### src/sv/cs_pkg.sv
// ----------------------------------------------------------------------------
// cs_pkg
// Types and constants shared by the comment stripper modules.
// ----------------------------------------------------------------------------
package cs_pkg;

  localparam logic [7:0] CH_SQ    = 8'h27;
  localparam logic [7:0] CH_DQ    = 8'h22;
  localparam logic [7:0] CH_SLASH = 8'h2F;
  localparam logic [7:0] CH_STAR  = 8'h2A;
  localparam logic [7:0] CH_NL    = 8'h0A;

  localparam int unsigned MAX_NESTING = 255;
  localparam logic [7:0]  DEPTH_CAP   = (MAX_NESTING < 255) ? 8'(MAX_NESTING) : 8'd255;

  typedef enum logic [2:0] {
    M_NORMAL    = 3'd0,
    M_SLASH     = 3'd1,
    M_LINE      = 3'd2,
    M_BLOCK     = 3'd3,
    M_BLK_STAR  = 3'd4,
    M_BLK_SLASH = 3'd5,
    M_SQUOTE    = 3'd6,
    M_DQUOTE    = 3'd7
  } mode_t;

  typedef struct packed {
    logic [7:0] out_char;
    logic       run_last;
  } result_t;

  // results produced by one accepted request
  typedef struct packed {
    logic [1:0] cnt;
    result_t    res0;
    result_t    res1;
  } step_t;

endpackage

### src/sv/cs_if.sv
// ----------------------------------------------------------------------------
// cs_in_if / cs_out_if
// Valid/ready channels for source bytes in and stripped bytes out.
// ----------------------------------------------------------------------------
interface cs_in_if;
  logic       valid;
  logic       ready;
  logic [7:0] in_char;
  logic       end_of_stream;

  modport source (output valid, output in_char, output end_of_stream, input ready);
  modport sink   (input valid, input in_char, input end_of_stream, output ready);
endinterface

interface cs_out_if;
  logic       valid;
  logic       ready;
  logic [7:0] out_char;
  logic       run_last;

  modport source (output valid, output out_char, output run_last, input ready);
  modport sink   (input valid, input out_char, input run_last, output ready);
endinterface

### src/sv/cs_scanner.sv
// ----------------------------------------------------------------------------
// cs_scanner
// Scan state machine: tracks comment/quote mode and block nesting depth,
// and produces up to two output bytes per accepted request.
// ----------------------------------------------------------------------------
module cs_scanner (
  input  logic          clk,
  input  logic          rst,
  input  logic          take,
  input  logic [7:0]    in_char,
  input  logic          end_of_stream,
  output cs_pkg::step_t step
);
  import cs_pkg::*;

  mode_t      mode, mode_next, mode_scan;
  logic [7:0] depth, depth_next, depth_scan, depth_dec;

  assign depth_dec = (depth != 8'd0) ? depth - 8'd1 : depth;

  // next state
  always_comb begin
    mode_scan  = mode;
    depth_scan = depth;
    unique case (mode)
      M_SLASH: begin
        if (in_char == CH_SLASH) begin
          mode_scan = M_LINE;
        end else if (in_char == CH_STAR) begin
          mode_scan  = M_BLOCK;
          depth_scan = 8'd1;
        end else if (in_char == CH_SQ) begin
          mode_scan = M_SQUOTE;
        end else if (in_char == CH_DQ) begin
          mode_scan = M_DQUOTE;
        end else begin
          mode_scan = M_NORMAL;
        end
      end
      M_LINE: begin
        if (in_char == CH_NL) mode_scan = M_NORMAL;
      end
      M_BLOCK: begin
        if (in_char == CH_STAR) mode_scan = M_BLK_STAR;
        else if (in_char == CH_SLASH) mode_scan = M_BLK_SLASH;
      end
      M_BLK_STAR: begin
        if (in_char == CH_SLASH) begin
          depth_scan = depth_dec;
          mode_scan  = (depth_dec == 8'd0) ? M_NORMAL : M_BLOCK;
        end else if (in_char != CH_STAR) begin
          mode_scan = M_BLOCK;
        end
      end
      M_BLK_SLASH: begin
        if (in_char == CH_STAR) begin
          if (depth < DEPTH_CAP) depth_scan = depth + 8'd1;
          mode_scan = M_BLOCK;
        end else if (in_char != CH_SLASH) begin
          mode_scan = M_BLOCK;
        end
      end
      M_SQUOTE: begin
        if (in_char == CH_SQ) mode_scan = M_NORMAL;
      end
      M_DQUOTE: begin
        if (in_char == CH_DQ) mode_scan = M_NORMAL;
      end
      M_NORMAL: begin
        if (in_char == CH_SLASH) mode_scan = M_SLASH;
        else if (in_char == CH_SQ) mode_scan = M_SQUOTE;
        else if (in_char == CH_DQ) mode_scan = M_DQUOTE;
        else mode_scan = M_NORMAL;
      end
    endcase

    mode_next  = mode_scan;
    depth_next = depth_scan;
    if (end_of_stream) begin
      mode_next  = M_NORMAL;
      depth_next = 8'd0;
    end
  end

  // outputs
  always_comb begin
    step = '0;
    unique case (mode)
      M_SLASH: begin
        if (in_char != CH_SLASH && in_char != CH_STAR) begin
          step.cnt  = 2'd2;
          step.res0 = '{out_char: CH_SLASH, run_last: 1'b0};
          step.res1 = '{out_char: in_char, run_last: 1'b1};
        end
      end
      M_LINE: begin
        if (in_char == CH_NL) begin
          step.cnt  = 2'd1;
          step.res0 = '{out_char: in_char, run_last: 1'b1};
        end
      end
      M_BLOCK, M_BLK_STAR, M_BLK_SLASH: begin
        step.cnt = 2'd0;
      end
      M_SQUOTE, M_DQUOTE: begin
        step.cnt  = 2'd1;
        step.res0 = '{out_char: in_char, run_last: 1'b1};
      end
      M_NORMAL: begin
        step.cnt  = 2'd1;
        step.res0 = '{out_char: in_char, run_last: 1'b1};
        if (in_char == CH_SLASH) begin
          // held slash; emitted here only at end of stream, else with the next byte unless that opens a comment
          step.res0.out_char = CH_SLASH;
          step.cnt           = end_of_stream ? 2'd1 : 2'd0;
        end
      end
    endcase
  end

  always_ff @(posedge clk) begin
    if (rst) begin
      mode  <= M_NORMAL;
      depth <= 8'd0;
    end else if (take) begin
      mode  <= mode_next;
      depth <= depth_next;
    end
  end

endmodule

### src/sv/comment_stripper_unit.sv
// ----------------------------------------------------------------------------
// comment_stripper_unit
// Removes line and nested block comments from a byte stream.
// ----------------------------------------------------------------------------
// Usage:
//   raw   : sink channel, one source byte per request with end_of_stream
//           marking the final byte of a stream.
//   clean : source channel, stripped bytes; run_last flags the last byte
//           produced by a given input request.
// Each request is scanned in the cycle it is accepted and its zero, one or
// two bytes land in a three-entry output queue whose head drives clean.
// Throughput is one request per cycle while each yields at most one byte
// and the receiver keeps up.
// raw.ready is high while the queue holds at most one byte, so a request
// that yields two bytes (a held slash followed by ordinary text) holds off
// the next request even when the receiver keeps up.
// A stalled receiver fills the queue and drops raw.ready; nothing is lost.
// Reset empties the queue and returns the scanner to normal text with zero
// nesting depth. End of stream flushes a held slash and resets the scanner.
// ----------------------------------------------------------------------------
module comment_stripper_unit (
  input logic     clk,
  input logic     rst,
  cs_in_if.sink   raw,
  cs_out_if.source clean
);
  import cs_pkg::*;

  step_t      step;
  result_t    q [3];
  result_t    q_next [3];
  logic [1:0] count, count_next, base;
  logic       take, pop;

  assign raw.ready = (count < 2'd2);
  assign take      = raw.valid && raw.ready;
  assign pop       = clean.valid && clean.ready;

  assign clean.valid    = (count != 2'd0);
  assign clean.out_char = q[0].out_char;
  assign clean.run_last = q[0].run_last;

  cs_scanner u_scanner (
    .clk           (clk),
    .rst           (rst),
    .take          (take),
    .in_char       (raw.in_char),
    .end_of_stream (raw.end_of_stream),
    .step          (step)
  );

  always_comb begin
    base = count - {1'b0, pop};
    for (int i = 0; i < 3; i++) begin
      q_next[i] = q[i];
    end
    if (pop) begin
      q_next[0] = q[1];
      q_next[1] = q[2];
    end
    count_next = base;
    if (take) begin
      for (int i = 0; i < 3; i++) begin
        if (step.cnt != 2'd0 && 2'(i) == base) q_next[i] = step.res0;
        if (step.cnt == 2'd2 && 2'(i) == base + 2'd1) q_next[i] = step.res1;
      end
      count_next = base + step.cnt;
    end
  end

  always_ff @(posedge clk) begin
    for (int i = 0; i < 3; i++) begin
      q[i] <= q_next[i];
    end
    if (rst) begin
      count <= 2'd0;
    end else begin
      count <= count_next;
    end
  end

endmodule

### src/flat_wrapper.sv
// flat-port wrapper written by rule: the top's interface ports become plain ports
module comment_stripper_unit_flat import cs_pkg::*;
  (clk, rst, raw_valid, raw_in_char, raw_end_of_stream, raw_ready, clean_valid, clean_out_char, clean_run_last, clean_ready);
  cs_in_if raw_i ();
  cs_out_if clean_i ();
  input logic clk;
  input logic rst;
  input wire logic [$bits(raw_i.valid)-1:0] raw_valid;
  input wire logic [$bits(raw_i.in_char)-1:0] raw_in_char;
  input wire logic [$bits(raw_i.end_of_stream)-1:0] raw_end_of_stream;
  output wire logic [$bits(raw_i.ready)-1:0] raw_ready;
  output wire logic [$bits(clean_i.valid)-1:0] clean_valid;
  output wire logic [$bits(clean_i.out_char)-1:0] clean_out_char;
  output wire logic [$bits(clean_i.run_last)-1:0] clean_run_last;
  input wire logic [$bits(clean_i.ready)-1:0] clean_ready;
  assign raw_i.valid = raw_valid;
  assign raw_i.in_char = raw_in_char;
  assign raw_i.end_of_stream = raw_end_of_stream;
  assign raw_ready = raw_i.ready;
  assign clean_valid = clean_i.valid;
  assign clean_out_char = clean_i.out_char;
  assign clean_run_last = clean_i.run_last;
  assign clean_i.ready = clean_ready;
  comment_stripper_unit u_core (.clk(clk), .rst(rst), .raw(raw_i), .clean(clean_i));
endmodule
### config.mk
export PLATFORM = sky130hd
export DESIGN_NAME = comment_stripper_unit_flat
export DESIGN_NICKNAME = d
export VERILOG_FILES = /design/src/sv/cs_pkg.sv /design/src/sv/cs_if.sv /design/src/sv/cs_scanner.sv /design/src/sv/comment_stripper_unit.sv /design/src/flat_wrapper.sv
export SDC_FILE = /design/constraint.sdc
export NUM_CORES = 1
export LEC_CHECK = 0
export ABC_CLOCK_PERIOD_IN_PS = 7160
export BUFFER_PORTS_ARGS = -buffer_cell sky130_fd_sc_hd__buf_2
export CORE_MARGIN = 2
export CORE_UTILIZATION = 55
export CTS_BUF_LIST = sky130_fd_sc_hd__clkbuf_16
export CTS_CLUSTER_DIAMETER = 50
export DETAILED_ROUTE_END_ITERATION = 10
export GPL_TIMING_DRIVEN = 1
export PLACE_DENSITY = 0.85
export RECOVER_POWER = 25
export SLEW_MARGIN = 20
export SYNTH_ARGS = -nofsm -noshare
export SYNTH_HDL_FRONTEND = slang
export SYNTH_HIERARCHICAL = 1
export SYNTH_SLANG_ARGS = --single-unit
### constraint.sdc
create_clock -name clk -period 7.16 [get_ports clk]
set_input_delay 0.716 -clock clk [delete_from_list [all_inputs] [get_ports clk]]
set_output_delay 0.716 -clock clk [all_outputs]
set_load 0.02 [all_outputs]
==> impl_metrics.json, run 1 <==
{
  "ys_async_sr_fraction_pct": 0,
  "maxCapViolCount": 0,
  "arrival_ns": 3.77,
  "p_leak_nw": 1.22,
  "first_pass_iters": 5,
  "dp.cells": 446,
  "grt_overflow": 0,
  "synth.area.mux_share_pct": 7.54,
  "post_cts_resized": 0,
  "synth_top_area_share_pct": 19.9,
  "fin_crit_sh_pct": 53.8,
  "vias_per_cell": 6.45,
  "vias": 2928,
  "htreeDepth": 2,
  "area.growth.synth_to_final_pct": 5.57,
  "die_h_um": 79.3,
  "syn-cell-area_um2": 3120,
  "gp_congestion": 0.904,
  "rows": 27,
  "insertion_delay_ns": 0.29,
  "yosysWarningCount": 6,
  "critPathCaptureType": "flop",
  "layout.nets": 398,
  "synth_cell_type_count": 68,
  "globalRouteTotalUtil_pct": 25.6,
  "worstPathMaxFanout": 19,
  "grt_pass1_wl_um": 12900,
  "synth_compound_area_share_pct": 25.2,
  "synth_area_per_cell_um2": 8.02,
  "die_x_um": 79.3,
  "synth_top_family_by_area": "simple AND/OR/NAND/NOR gates",
  "maxSlewViolCount": 0,
  "power_density_nw_per_um2": 305,
  "status": "completed",
  "clkSinkCount": 40,
  "clock_path_buffers": 2,
  "finClkSkew_ns": 0.00295,
  "synth_fa_ha_area_share_pct": 1.60,
  "slew_headroom_pct": 21.0,
  "die_area_um2": 6290,
  "fmax_ghz": 0.260,
  "hp-class": "flop to flop",
  "wirelength_um": 7690,
  "cts_tree": "done",
  "portBuffers": 23,
  "vdd_drop_max_uv": 147,
  "rsz0062_at_grt": "false",
  "grt_max_degree": 28,
  "tns_ns": 0,
  "postCtsSetupBuffers": 0,
  "ys_ff_latch": 40,
  "ant_nets": 0,
  "crit_type": "flop to flop",
  "first_iter_violations": 268,
  "crit_family": "simple AND/OR/NAND/NOR gates",
  "yosys.area.top_type": "dfxtp_1",
  "instances_no_fill": 454,
  "start_util_pct": 56.7,
  "antenna_found_initial": 0,
  "cts_buffers": 5,
  "synth_xor_xnor_area_share_pct": 1.68,
  "first_global_vias": 2745,
  "syn_nets": 406,
  "n_antenna_cell": 0,
  "hold_viol": 0,
  "wire_per_inst_um": 16.9,
  "cp.required_ns": 7.08,
  "setup_viol": 0,
  "synthCells": 389,
  "coreArea_um2": 5510,
  "worst_pin_slew_ns": 1.17,
  "worst_path_max_delay_cell": "o21ai_2",
  "clk_pin_slew_ns": 0.06,
  "synth_edf_count": 9,
  "max_stage_delay_ns": 0.74,
  "crit_buf_inv": 1,
  "dp_hpwl_um": 5520,
  "path_cells": "o21ai_2 > inv_1 > ha_1 > or3b_1 > mux2_2 > nor2_1",
  "drc": 0,
  "root_buffer": "clkbuf_16",
  "postCtsHoldBufs": 0,
  "start_kind": "flop",
  "drive_above_1_share_pct": 10.7,
  "final.min_clock_period_ns": 3.85,
  "fillers": 508,
  "synthFlopType": "dfxtp_1",
  "boundaryPins": 24,
  "ys_seq_area_share_pct": 28.5,
  "synthSimpleGateAreaFrac_pct": 27.4,
  "synth.area.top_cells": "dfxtp_1, edfxtp_1, nand2_1"
}
placed cells by master (no fill, tap or decap), types with 5 or more instances in the layout:
| cell type | n |
|---|---|
| inv_1 | 15 |
| nor3_1 | 14 |
| nand3_1 | 8 |
| clkbuf_16 | 5 |
| edfxtp_1 | 9 |
| clkbuf_1 | 12 |
| a21oi_1 | 22 |
| o31ai_1 | 11 |
| dfxtp_1 | 31 |
| nand2_1 | 34 |
| a22oi_1 | 7 |
| nand2b_1 | 7 |
| buf_2 | 11 |
| o21ai_0 | 21 |
| mux2i_1 | 10 |
| or3_1 | 12 |
| and2_1 | 14 |
| nor2_1 | 27 |
| mux2_4 | 6 |
| a32oi_1 | 8 |
cell families after synthesis:
group                    Yosys count
flip-flops                        40
AND/OR/NAND/NOR                  153
XOR/XNOR                           6
multiplexers                      20
AO/OA/AOI/OAI                    112
buffers and inverters             54
adder cells (fa/ha/maj)            4
Yosys cell counts (2+ instances only):
master and n:
nand2_1 34, dfxtp_1 31, nor2_1 27, a21oi_1 22, o21ai_0 21, clkbuf_1 20
inv_1 15, and2_1 14, nor3_1 14, or3_1 12, o31ai_1 11, mux2i_1 10
buf_2 9, edfxtp_1 9, a32oi_1 8, buf_4 8, nand3_1 8, a22oi_1 7
nand2b_1 7, mux2_4 6, a211oi_1 4, a21o_1 4, ha_1 4, mux2_2 4
o21ai_1 4, or2_2 4, or4_1 4, xor2_1 4, a211o_1 3, a221oi_1 3
nand4_1 3, nand4b_1 3, nor2b_1 3, nor4_1 3, nor4b_1 3, o2111ai_1 3
nand3b_1 2, nor3b_1 2, nor4_4 2, o211a_1 2, o211ai_1 2, o21a_1 2
o32ai_1 2, xnor2_1 2
area by class of cell:
class	instances	area, um^2	share of cell area (%)
clock buffer	5	125	3.80
clock inverter	3	46.3	1.41
inverter	15	56.3	1.71
multi-input combinational	295	1980	60.0
sequential	40	891	27.0
tap	72	90.1	2.73
timing repair buffer	24	108	3.27
flip-flops by register name (all words and copies together) (netlist names):
register and count:
u_core/q 27, u_core/u_scanner/depth 8, u_core/count 2, u_core/u_scanner/mode 3
worst register-to-register path, delay by kind of cell (launching register included):
kind / cells / cell delay (ns)
AND/OR/NAND/NOR: 2 / 1.15
buffers and inverters: 1 / 0.39
flip-flops: 1 / 0.39
multiplexers: 1 / 0.33
AO/OA/AOI/OAI: 1 / 0.74
adder cells (fa/ha/maj): 1 / 0.49
metrics by stage:
stage / cell area [um^2] / hold WS [ns] / power [mW] / setup slack, ns / util, %
4_1_cts: 3310 / 0.492 / 1.01 / 3.32 / 60.1
6_report: 3290 / 0.497 / 1.00 / 3.31 / 59.8
2_1_floorplan: 3120 / 0.463 / 0.681 / 3.78 / -
5_1_grt: 3290 / 0.529 / 1.07 / 3.02 / 59.8
3_3_place_gp: 3140 / 0.477 / 0.727 / 3.37 / 57.0
3_5_place_dp: 3140 / 0.484 / 0.747 / 3.28 / 57.0
final timing paths:
path	start	cells after the start	end	slack [ns]
setup / recovery	u_core/count[1]$_SDFF_PP0_	6	u_core/q[0][19]$_DFFE_PP_	3.31
hold / removal	u_core/q[0][4]$_DFF_P_	2	u_core/q[0][4]$_DFF_P_	0.50
setup reg to reg	u_core/count[1]$_SDFF_PP0_	6	u_core/q[0][19]$_DFFE_PP_	3.31
hold reg to reg	u_core/q[0][4]$_DFF_P_	2	u_core/q[0][4]$_DFF_P_	0.50
routing by layer:
layer  global-route usage [%]  part of all wire (%)  up-vias
li1                         -                     -     1420
met1                     30.8                    43     1409
met2                     45.9                    51       87
met3                     4.09                   4.5       12
met4                     8.97                   1.5        0
met5                        0                     0        -
report_power, final:
part           internal [mW]  switching [mW]  leakage (nW)
Combinational          0.150           0.254         0.807
Clock                  0.166          0.0972        0.0804
Sequential             0.298          0.0394         0.336
Total                  0.614           0.391          1.22
No activity file was read; power rests on OpenSTA's default activity.
==> run 2: changes to the inputs <==
--- a/config.mk
+++ b/config.mk
@@ -5,7 +5,7 @@
 export SDC_FILE = /design/constraint.sdc
 export NUM_CORES = 1
 export LEC_CHECK = 0
-export ABC_CLOCK_PERIOD_IN_PS = 7160
+export ABC_CLOCK_PERIOD_IN_PS = 3750
 export BUFFER_PORTS_ARGS = -buffer_cell sky130_fd_sc_hd__buf_2
 export CORE_MARGIN = 2
 export CORE_UTILIZATION = 55
==> constraint.sdc (replaced) <==
create_clock -name clk -period 3.75 [get_ports clk]
set_input_delay 0.375 -clock clk [delete_from_list [all_inputs] [get_ports clk]]
set_output_delay 0.375 -clock clk [all_outputs]
set_load 0.02 [all_outputs]
==> impl_metrics.json, run 2 (synthesis results as in run 1) <==
{
  "area.growth.synth_to_final_pct": 5.97,
  "top_layer_used": "met4",
  "worst_pin_slew_ns": 1.42,
  "clock_path_buffers": 2,
  "grt_max_degree": 30,
  "instances_no_fill": 458,
  "maxCapViolCount": 0,
  "crit_start": "u_core/count[1]$_SDFF_PP0_",
  "crit_buf_inv": 1,
  "grt_overflow": 0,
  "postCtsSetupBuffers": 0,
  "maxSlewViolCount": 0,
  "vias_per_cell": 6.48,
  "fmax_ghz": 0.304,
  "post_cts_resized": 0,
  "clk_pin_slew_ns": 0.06,
  "boundaryPins": 24,
  "final.min_clock_period_ns": 3.29,
  "grt_pass1_wl_um": 12800,
  "vias": 2970,
  "start_kind": "flop",
  "first_pass_iters": 5,
  "die_area_um2": 6290,
  "finClkSkew_ns": 0.00550,
  "largest_reg_flops": 27,
  "drc": 0,
  "tns_ns": 0,
  "root_buffer": "clkbuf_16",
  "p_leak_nw": 1.24,
  "final_cell_mix": "nand2_1, dfxtp_1, nor2_1, o21ai_0, a21oi_1",
  "worstPathMaxFanout": 12,
  "cts_buffers": 5,
  "layout_commonest_cell": "nand2_1",
  "coreArea_um2": 5510,
  "postCtsHoldBufs": 0,
  "antenna_found_initial": 0,
  "max_stage_delay_ns": 0.64,
  "worst_path_max_delay_cell": "xor2_1",
  "path_cells": "o21ai_0 > inv_1 > ha_1 > xor2_1 > or2_1 > mux2_2",
  "die_h_um": 79.3,
  "top_regs": "u_core/q x27, u_core/u_scanner/depth x8, u_core/u_scanner/mode x3",
  "n_antenna_cell": 0,
  "dp.cells": 450,
  "crit_family": "XOR/XNOR gates",
  "r2r-start": "u_core/count[1]$_SDFF_PP0_",
  "fin_crit_sh_pct": 87.8,
  "htreeDepth": 2,
  "status": "completed",
  "cp.required_ns": 3.78,
  "globalRouteTotalUtil_pct": 25.3,
  "die_x_um": 79.3,
  "drive_above_1_share_pct": 11.4,
  "crit_type": "flop to flop",
  "min-delay-start": "rst",
  "slew_headroom_pct": 4.41,
  "first_global_vias": 2725,
  "regMostFlops": "u_core/q",
  "first_iter_violations": 305,
  "wire_per_inst_um": 16.9,
  "dr_wl_met3_um": 437,
  "vdd_drop_max_uv": 299,
  "clkSinkCount": 40,
  "wirelength_um": 7730,
  "insertion_delay_ns": 0.28,
  "portBuffers": 23,
  "wl_met1_um": 3280,
  "dp_hpwl_um": 5470,
  "cts_tree": "done",
  "power_density_nw_per_um2": 576,
  "start_util_pct": 56.7,
  "critPathCaptureType": "flop",
  "hp-class": "input pin to flop",
  "setup_viol": 0,
  "hold_viol": 0,
  "arrival_ns": 3.33,
  "layout.nets": 402,
  "met2WireLength_um": 3860,
  "rows": 27,
  "finish.utilization_pct": 60.1,
  "ant_nets": 0,
  "gp_congestion": 0.948,
  "rsz0062_at_grt": "false"
}
## run 2: cell count changes in the layout (fill, tap and decap cells not counted), sizes merged
cell    delta
buf        +5
clkbuf     -1
## run 2: cell type report
| cell class | instances | area (um^2) |
|---|---|---|
| Multi-Input combinational cell | 295 | 1960 |
| Clock buffer | 5 | 125 |
| Fill cell | 497 | 2200 |
| Clock inverter | 3 | 46.3 |
| Inverter | 15 | 56.3 |
| Sequential cell | 40 | 891 |
| Tap cell | 72 | 90.1 |
| Timing Repair Buffer | 28 | 139 |
## run 2: metal layers
metal | track usage [%] | up-vias
li1 | - | 1425
met1 | 31.0 | 1418
met2 | 44.4 | 113
met3 | 4.66 | 14
met4 | 8.28 | 0
met5 | 0 | -
## run 2: path summary, 6_finish.rpt
kind / endpoint / depth (start not counted) / slack (ns)
max: u_core/q[0][26]$_DFFE_PP_ / 6 / 0.46
min: u_core/count[1]$_SDFF_PP0_ / 2 / 0.46
max reg2reg: u_core/q[0][26]$_DFFE_PP_ / 6 / 0.46
min reg2reg: u_core/q[0][7]$_DFF_P_ / 2 / 0.50
## run 2: through the flow
| step | hold slack, ns | instance area, um^2 | power [mW] | worst slack [ns] |
|---|---|---|---|---|
| final | 0.455 | 3310 | 1.90 | 0.457 |
| after global routing | 0.470 | 3310 | 2.02 | 0.210 |
| after CTS | 0.451 | 3340 | 1.93 | 0.535 |
| after detailed placement | 0.481 | 3170 | 1.43 | 0.389 |
| after global placement | 0.478 | 3170 | 1.40 | 0.538 |
| after floorplan | 0.447 | 3120 | 1.30 | 0.653 |
## run 2: power breakdown
| group | switching, mW | total (mW) | internal, mW |
|---|---|---|---|
| sequential | 0.0677 | 0.637 | 0.569 |
| clock | 0.180 | 0.496 | 0.316 |
| combinational | 0.481 | 0.771 | 0.290 |
